[config.mk]
export PLATFORM = sky130hd
export DESIGN_NAME = dag_shortest_path_unit
export DESIGN_NICKNAME = d
export VERILOG_FILES = /design/src/rtl/dsp_pkg.sv /design/src/rtl/dag_shortest_path_unit.sv /design/src/rtl/dsp_edge_mem.sv
export SDC_FILE = /design/constraint.sdc
export NUM_CORES = 2
export LEC_CHECK = 0
export ABC_AREA = 1
export BUFFER_PORTS_ARGS = -buffer_cell sky130_fd_sc_hd__buf_2
export CAP_MARGIN = 20
export CELL_PAD_IN_SITES_DETAIL_PLACEMENT = 1
export CELL_PAD_IN_SITES_GLOBAL_PLACEMENT = 1
export CORE_UTILIZATION = 30
export CTS_BUF_LIST = sky130_fd_sc_hd__clkbuf_8
export DETAILED_ROUTE_END_ITERATION = 10
export PLACE_DENSITY = 0.52
export SYNTH_ARGS = -nofsm -noshare
export SYNTH_HDL_FRONTEND = slang
export SYNTH_SLANG_ARGS = --single-unit
[constraint.sdc]
create_clock -name clk -period 8.35 [get_ports clk]
set_input_delay 2.0875 -clock clk [delete_from_list [all_inputs] [get_ports clk]]
set_output_delay 2.0875 -clock clk [all_outputs]
set_load 0.005 [all_outputs]
[src/rtl/dsp_pkg.sv]
package dsp_pkg;

  localparam int MAX_NODES_DEF = 16;
  localparam int MAX_EDGES_DEF = 64;

  localparam logic [1:0] OP_ADD  = 2'd0;
  localparam logic [1:0] OP_RUN  = 2'd1;
  localparam logic [1:0] OP_CLR  = 2'd2;
  localparam logic [1:0] OP_NONE = 2'd3;

  localparam logic [1:0] ST_OK    = 2'd0;
  localparam logic [1:0] ST_RANGE = 2'd1;
  localparam logic [1:0] ST_FULL  = 2'd2;

  typedef struct packed {
    logic [1:0]         op;
    logic [3:0]         from_node;
    logic [3:0]         to_node;
    logic signed [15:0] weight;
    logic [3:0]         source_node;
  } cmd_t;

  typedef struct packed {
    logic [3:0]         node;
    logic signed [23:0] distance;
    logic               reachable;
    logic [1:0]         status;
    logic               last;
  } result_t;

  typedef struct packed {
    logic [3:0]         from_node;
    logic [3:0]         to_node;
    logic signed [15:0] weight;
  } edge_t;

  function automatic logic signed [23:0] sat_add(input logic signed [23:0] a,
                                                 input logic signed [15:0] b);
    logic signed [24:0] s;
    s = 25'(a) + 25'(b);
    if (s > 25'sd8388607) begin
      return 24'sh7FFFFF;
    end else if (s < -25'sd8388608) begin
      return 24'sh800000;
    end else begin
      return 24'(s);
    end
  endfunction

endpackage

[src/rtl/dag_shortest_path_unit.sv]
// Single-source shortest paths over a weighted directed graph.
// Command channel: cmd is taken at a clock edge with start high and busy low.
//   op add appends an edge, op clear empties the edge table, op run computes
//   distances from cmd.source_node; op 3 is dropped without a result.
// Result channel: result_valid strobes for one cycle per result; the receiver
//   must take it then, there is no back pressure.
// Add, clear and any rejected command answer in the cycle after acceptance with
//   a single status result and never raise busy.
// A run raises busy, builds a depth-first post-order, relaxes edges in
//   reverse post-order, then emits node_count results, one per cycle, node 0
//   first, last set on the final one. Every edge scan reads the edge memory
//   one stored edge at a time, with a scan and a check state per edge.
// Config: cfg_data writes node_count when cfg_valid and cfg_ready are high;
//   cfg_ready is low while busy. Zero is raised to one, large values clamp.
// Reset (rst, synchronous): edge table empty, node_count = min(MAX_NODES, 16), no result.
module dag_shortest_path_unit
  import dsp_pkg::*;
#(
  parameter int MAX_NODES = MAX_NODES_DEF,
  parameter int MAX_EDGES = MAX_EDGES_DEF
) (
  input  logic       clk,
  input  logic       rst,
  input  logic       start,
  output logic       busy,
  input  cmd_t       cmd,
  input  logic       cfg_valid,
  output logic       cfg_ready,
  input  logic [4:0] cfg_data,
  output logic       result_valid,
  output result_t    result
);

  localparam int NW    = $clog2(MAX_NODES);
  localparam int CNT_W = $clog2(MAX_NODES + 1);
  localparam int CMP_W = (CNT_W > 5) ? CNT_W : 5;
  localparam int ET_W  = $clog2(MAX_EDGES + 1);
  localparam int EA_W  = (MAX_EDGES > 1) ? $clog2(MAX_EDGES) : 1;
  localparam int NODE_RST = (MAX_NODES < 16) ? MAX_NODES : 16;

  typedef enum logic [3:0] {
    S_IDLE, S_ROOT, S_DSCAN, S_DCHK, S_RINIT, S_RNEXT, S_RLOAD, S_RSCAN,
    S_RCHK, S_OUT
  } state_t;

  state_t state;

  logic [CNT_W-1:0] node_count;
  logic [ET_W-1:0]  edge_total;
  logic [CNT_W-1:0] root;
  logic [CNT_W-1:0] cnt;
  logic [CNT_W-1:0] idx;
  logic [NW-1:0]    depth;
  logic [NW-1:0]    cur_u;
  logic [ET_W-1:0]  cur_e;
  logic [NW-1:0]    src;
  logic [NW-1:0]    out_i;
  logic signed [23:0] du;
  logic [MAX_NODES-1:0] visited;
  logic [MAX_NODES-1:0] dvalid;
  logic signed [23:0] node_dist [MAX_NODES];
  logic [NW-1:0]      topo  [MAX_NODES];
  logic [NW-1:0]      stk_u [MAX_NODES];
  logic [ET_W-1:0]    stk_e [MAX_NODES];

  edge_t edge_q;
  edge_t edge_w;
  logic  edge_we;
  logic  accept;
  logic  add_bad, add_full, src_bad;
  logic  e_from_ok, e_to_ok;
  logic [NW-1:0]    e_to;
  logic [NW-1:0]    rd_node;
  logic signed [23:0] rd_dist;
  logic               rd_valid;
  logic signed [23:0] sum;
  logic [NW-1:0]    topo_u;
  logic [4:0]       cfg_clamped;

  assign busy      = (state != S_IDLE);
  assign cfg_ready = !busy;
  assign accept    = start && !busy;

  assign add_bad  = (CMP_W'(cmd.from_node) >= CMP_W'(node_count)) ||
                    (CMP_W'(cmd.to_node) >= CMP_W'(node_count));
  assign add_full = (edge_total == ET_W'(MAX_EDGES));
  assign src_bad  = (CMP_W'(cmd.source_node) >= CMP_W'(node_count));
  assign edge_we  = accept && (cmd.op == OP_ADD) && !add_bad && !add_full;
  assign edge_w   = '{from_node: cmd.from_node, to_node: cmd.to_node,
                      weight: cmd.weight};

  dsp_edge_mem #(.DEPTH(MAX_EDGES), .AW(EA_W)) u_edges (
    .clk   (clk),
    .we    (edge_we),
    .waddr (EA_W'(edge_total)),
    .wdata (edge_w),
    .raddr (EA_W'(cur_e)),
    .rdata (edge_q)
  );

  assign e_to      = NW'(edge_q.to_node);
  assign e_from_ok = (CMP_W'(edge_q.from_node) == CMP_W'(cur_u));
  assign e_to_ok   = (CMP_W'(edge_q.to_node) < CMP_W'(node_count));
  assign topo_u    = topo[NW'(idx - CNT_W'(1))];

  always_comb begin
    unique case (state)
      S_RCHK:  rd_node = e_to;
      S_OUT:   rd_node = out_i;
      default: rd_node = cur_u;
    endcase
  end

  assign rd_dist  = node_dist[rd_node];
  assign rd_valid = dvalid[rd_node];
  assign sum      = sat_add(du, edge_q.weight);

  always_comb begin
    if (cfg_data == 5'd0) begin
      cfg_clamped = 5'd1;
    end else if (CMP_W'(cfg_data) > CMP_W'(MAX_NODES)) begin
      cfg_clamped = 5'(MAX_NODES);
    end else begin
      cfg_clamped = cfg_data;
    end
  end

  always_ff @(posedge clk) begin
    result_t result_next;
    if (rst) begin
      state        <= S_IDLE;
      node_count   <= CNT_W'(NODE_RST);
      edge_total   <= '0;
      result_valid <= 1'b0;
      result       <= '0;
      visited      <= '0;
      dvalid       <= '0;
    end else begin
      result_next = '0;
      result_valid <= 1'b0;
      if (cfg_valid && cfg_ready) begin
        node_count <= CNT_W'(cfg_clamped);
      end
      unique case (state)
        S_IDLE: begin
          if (accept) begin
            result_next.last = 1'b1;
            case (cmd.op)
              OP_ADD: begin
                result_valid <= 1'b1;
                if (add_bad) begin
                  result_next.status = ST_RANGE;
                end else if (add_full) begin
                  result_next.status = ST_FULL;
                end else begin
                  edge_total <= edge_total + ET_W'(1);
                end
              end
              OP_CLR: begin
                result_valid <= 1'b1;
                edge_total   <= '0;
              end
              OP_RUN: begin
                if (src_bad) begin
                  result_valid <= 1'b1;
                  result_next.status = ST_RANGE;
                end else begin
                  src     <= NW'(cmd.source_node);
                  visited <= '0;
                  root    <= '0;
                  cnt     <= '0;
                  state   <= S_ROOT;
                end
              end
              default: ;
            endcase
          end
        end
        S_ROOT: begin
          if (root == node_count) begin
            state <= S_RINIT;
          end else if (visited[NW'(root)]) begin
            root <= root + CNT_W'(1);
          end else begin
            visited[NW'(root)] <= 1'b1;
            cur_u <= NW'(root);
            cur_e <= '0;
            depth <= '0;
            state <= S_DSCAN;
          end
        end
        S_DSCAN: begin
          if (cur_e >= edge_total) begin
            // node finished: record in post-order and pop
            topo[NW'(cnt)] <= cur_u;
            cnt <= cnt + CNT_W'(1);
            if (depth == '0) begin
              root  <= root + CNT_W'(1);
              state <= S_ROOT;
            end else begin
              cur_u <= stk_u[depth - NW'(1)];
              cur_e <= stk_e[depth - NW'(1)];
              depth <= depth - NW'(1);
            end
          end else begin
            state <= S_DCHK;
          end
        end
        S_DCHK: begin
          if (e_from_ok && e_to_ok && !visited[e_to]) begin
            stk_u[depth] <= cur_u;
            stk_e[depth] <= cur_e + ET_W'(1);
            depth <= depth + NW'(1);
            visited[e_to] <= 1'b1;
            cur_u <= e_to;
            cur_e <= '0;
          end else begin
            cur_e <= cur_e + ET_W'(1);
          end
          state <= S_DSCAN;
        end
        S_RINIT: begin
          dvalid         <= MAX_NODES'(1) << src;
          node_dist[src] <= '0;
          idx            <= cnt;
          state          <= S_RNEXT;
        end
        S_RNEXT: begin
          if (idx == '0) begin
            out_i <= '0;
            state <= S_OUT;
          end else begin
            idx <= idx - CNT_W'(1);
            if (dvalid[topo_u]) begin
              cur_u <= topo_u;
              state <= S_RLOAD;
            end
          end
        end
        S_RLOAD: begin
          du    <= rd_dist;
          cur_e <= '0;
          state <= S_RSCAN;
        end
        S_RSCAN: begin
          if (cur_e >= edge_total) begin
            state <= S_RNEXT;
          end else begin
            state <= S_RCHK;
          end
        end
        S_RCHK: begin
          if (e_from_ok && e_to_ok && (!rd_valid || (sum < rd_dist))) begin
            node_dist[e_to] <= sum;
            dvalid[e_to]    <= 1'b1;
            // self loop lowers the distance used by the rest of this node
            if (e_to == cur_u) begin
              du <= sum;
            end
          end
          cur_e <= cur_e + ET_W'(1);
          state <= S_RSCAN;
        end
        S_OUT: begin
          result_valid <= 1'b1;
          result_next.node      = 4'(out_i);
          result_next.reachable = rd_valid;
          result_next.distance  = rd_valid ? rd_dist : 24'sd0;
          result_next.status    = ST_OK;
          if ((CNT_W'(out_i) + CNT_W'(1)) == node_count) begin
            result_next.last = 1'b1;
            state <= S_IDLE;
          end else begin
            out_i <= out_i + NW'(1);
          end
        end
        default: state <= S_IDLE;
      endcase
      result <= result_next;
    end
  end

endmodule

[src/rtl/dsp_edge_mem.sv]
module dsp_edge_mem
  import dsp_pkg::*;
#(
  parameter int DEPTH = MAX_EDGES_DEF,
  parameter int AW    = (DEPTH > 1) ? $clog2(DEPTH) : 1
) (
  input  logic          clk,
  input  logic          we,
  input  logic [AW-1:0] waddr,
  input  edge_t         wdata,
  input  logic [AW-1:0] raddr,
  output edge_t         rdata
);

  edge_t mem [DEPTH];

  always_ff @(posedge clk) begin
    if (we) begin
      mem[waddr] <= wdata;
    end
    rdata <= mem[raddr];
  end

endmodule

==> summary.txt <==
Power and ir drop
  – Power per Cell Area: 290 nW/um^2
  – Final Power: 31.6 mW
  – VDD IR max: 255 uV
  – Clock share of power: 30.7%
  – Internal power: 20.2 mW
  – Sequential Power Share: 41.8%
  – Comb power frac: 27.5%
  – Sw Ratio: 36.1%
  – Lkg Pwr: 36.9 nW
  – Switch Pwr: 11.4 mW

Place
  – Pre-CTS WS: 1290 ps
  – Gpl congestion: 0.823
  – Port Buf Inserts: 73
  – DPL Wire Length: 191000 um

Detailed routing
  – Post-DR wirelength/cell: 26.2 um
  – Final ANT Viol Nets: 0
  – DRT Pass-1 Iters: 5
  – Drt total wl: 325000 um
  – Starting DRT DRC Count: 5457
  – Vias/cell: 5.21
  – Routed via count: 64.5k
  – Drt drc: 0

Worst setup path
  – Crit path to: node_dist[13][19]$_DFFE_PP_
  – Crit end category: flip-flop
  – Startpoint types: flip-flop
  – R2r setup slk: 1300 ps
  – Worst path required time: 9000 ps
  – Critical path origin: du[0]$_DFFE_PP_
  – Max incr delay on CP: 790 ps
  – Worst reg2reg startpoint: du[0]$_DFFE_PP_
  – Worst R2R End: node_dist[13][19]$_DFFE_PP_
  – Most used cell, CP: nand2_1
  – Largest fanout on the critical path: 24
  – Slowest CP cell: nor2_4
  – R2R depth: 29
  – Critical path data arrival time: 7700 ps
  – CP Class: reg2reg

Clock tree
  – CTS root buffer: clkbuf_8
  – Worst-skew pair later-pin latency: 1090 ps
  – H-tree Lvls: 5
  – Total CTS buffers: 406
  – Post-CTS setup buffer count: 0
  – Hold Buf Count CTS: 0
  – TritonCTS Sinks: 2327
  – Post-CTS sizing: 0
  – CTS clk-pin slew, worst paths: 70 ps
  – Max clock buf depth: 4
  – TritonCTS clock tree: done

Yosys
  – Netlist Area Pre-Place: 95100 sq um
  – Share of the yosys chip area belonging to registers: 72.4%
  – Yosys warnings: 0
  – Number of synthesized flops with an enable pin: 2222
  – Synthesized instance count: 7711
  – Synth Net Count: 7837
  – Number of library cell types mapped by synthesis: 62
  – Ys async rst share: 0%
  – Top_reg_cell synth: edfxtp_1
  – Flops & latches, synth: 2327
  – Mean Syn Cell Area: 12.3 sq um

Global route
  – Number of global-route vias before repair: 65.6k
  – Largest net degree at the start of global routing: 142
  – Tot GR Track Use: 19.9%
  – Global-route wire length before repair: 469000 um
  – Initial antenna violation count: 27
  – GRT overflow: 0

STA
  – Final min period: 7050 ps
  – Hold slack: 474 ps
  – Worst-Margin Slew: 1200 ps
  – Max_slew headroom: 19.5%
  – Max Freq: 142 MHz
  – RSZ-0062 raised after global routing: no
  – Worst Skew: 64.4 ps
  – Slew Viols, Final: 0
  – Final Hold Fails: 0
  – Tcrit/Tclk final: 84.4%
  – Setup tns final: 0 ps
  – Setup violators final: 0
  – Final Worst Setup Slack: 1300 ps

Cells and area
  – Filler cells: 33.7k
  – Area grow syn2layout: 14.5%
  – Area occupied by multi-input gates: 24100 sq um
  – Storage cell area: 68800 sq um
  – Share of layout cells above drive strength 1: 11.8%
  – # nets final: 8038

Floorplanning
  – Initial core utilization: 30.2%
  – Die height: 565 um
  – Core footprint: 315000 sq um
  – I/O pin count: 74
  – Die width: 565 um
  – Row count: 206
  – Die Footprint: 319000 sq um

Run status
  – Status: finished, final reports clean

Hold path
  – Hold_sp: visited[4]$_SDFFE_PP0P_
  – Hold Path Cell Cnt: 2
  – Hold/Removal Path Class: reg2reg

Flow run
  – Max Cap Viol: 0
-- placed cells by master (no fill, tap or decap), drive strengths merged, types with 134 or more instances in the layout --
cell and instances:
nand2 441, nand3 220, clkbuf 418, inv 408
edfxtp 2222, o211ai 134, o22ai 418, clkinv 139
a21oi 193, nor2 1487, o21ai 1246, buf 287
-- power groups by stage --
stage	Clock [mW]	Sequential [mW]	Combinational (mW)
3_5_place_dp	0	13.4	8.72
5_1_grt	10.4	13.2	9.46
3_3_place_gp	0	13.4	8.64
2_1_floorplan	0	13.4	5.10
4_1_cts	9.98	13.2	8.74
6_report	9.71	13.2	8.67
-- worst max-delay path, delay by kind of cell, from the launching register on --
family	cells	cell delay (ps)
flops	1	330
fa+ha+maj	3	940
buf+inv	3	410
compound gates	8	1450
simple gates	15	3440
-- flip-flops by register name (all words and copies together) (netlist names) --
name / cells
cur_u: 4
src: 4
visited: 16
state: 4
dvalid: 16
depth: 4
u_edges.mem: 1536
cnt: 5
edge_total: 7
topo: 64
stk_e: 112
result: 32
out_i: 4
u_edges.rdata: 24
node_dist: 384
root: 5
result_valid: 1
node_count: 5
cur_e: 7
du: 24
idx: 5
stk_u: 64
-- worst min-delay path by stage --
stage,to
3_5_place_dp,visited[4]$_SDFFE_PP0P_
3_3_place_gp,visited[8]$_SDFFE_PP0P_
5_1_grt,visited[4]$_SDFFE_PP0P_
6_report,visited[4]$_SDFFE_PP0P_
2_1_floorplan,visited[4]$_SDFFE_PP0P_
4_1_cts,visited[4]$_SDFFE_PP0P_
-- cells by family after synthesis --
kind of cell / after synthesis / share of synthesized area, %
and+or+nand+nor: 2285 / 9.73
muxes: 10 / 0.105
buffers and inverters: 756 / 3.02
xor gates and xnor gates: 47 / 0.433
adders and majority gates: 87 / 1.15
AOI/OAI and AO/OA: 2199 / 13.2
DFF: 2327 / 72.4
-- per-layer routing --
layer	vias up	global-route usage [%]	wire length, um
li1	28889	-	-
met1	33546	27.8	149000
met2	1657	32.5	152000
met3	447	2.60	15700
met4	4	5.43	8040
met5	-	0	23
-- synthesized netlist by cell type (3+ instances only) --
cell      instances  share of area (%)
inv_2            11              0.043
xnor2_1          18               0.17
mux2i_1          10               0.11
nor2_1         1482                5.8
o22ai_1         418                2.7
inv_1           247               0.97
o311ai_0         10              0.092
o21ai_1           7              0.037
buf_2             7              0.037
buf_1            20              0.079
a21oi_1         192                1.0
nand4_1          12              0.079
nand3_1         214                1.1
dfxtp_1         105                2.2
a32oi_1          15               0.14
ha_1             86                1.1
a221o_1           5              0.053
o221ai_1         62               0.57
o21bai_1          7              0.055
a211oi_1          8              0.063
a221oi_1          6              0.055
xor2_1           29               0.27
nor3_1           29               0.15
buf_6             3              0.036
o211ai_1        134                1.1
a31oi_1           9              0.059
o21ai_0        1238                6.5
clkbuf_1        463                1.8
o21a_1           21               0.17
nand3_2           4              0.042
nor2_4            3              0.036
clkinv_1          3              0.012
o31ai_1           5              0.039
a22oi_1          27               0.21
o32ai_1          18               0.17
edfxtp_1       2222                 70
nand2_1         440                1.7
nor4_1            6              0.039
nor3b_1           4              0.032
or2_2            82               0.54
-- cell type report --
class | count | share of cell area, %
diodes | 11 | 0.0253
repair buffers | 287 | 2.35
well taps | 4160 | 4.78
flip-flops and latches | 2327 | 63.2
multi-input cells | 4628 | 22.1
clock inverters | 300 | 1.40
inverters | 262 | 0.928
clock buffers | 418 | 5.28
-- stage by stage --
| step | instances | area (sq um) | util (%) |
|---|---|---|---|
| 4_1_cts | 12371 | 109000 | 34.5 |
| 6_report | 12393 | 109000 | 34.6 |
| 3_3_place_gp | 11638 | 101000 | 32.1 |
| 3_5_place_dp | 11653 | 101000 | 32.2 |
| 2_1_floorplan | 7711 | 95100 | - |
| 5_1_grt | 12388 | 109000 | 34.6 |
(Power assumes the default switching activity.)
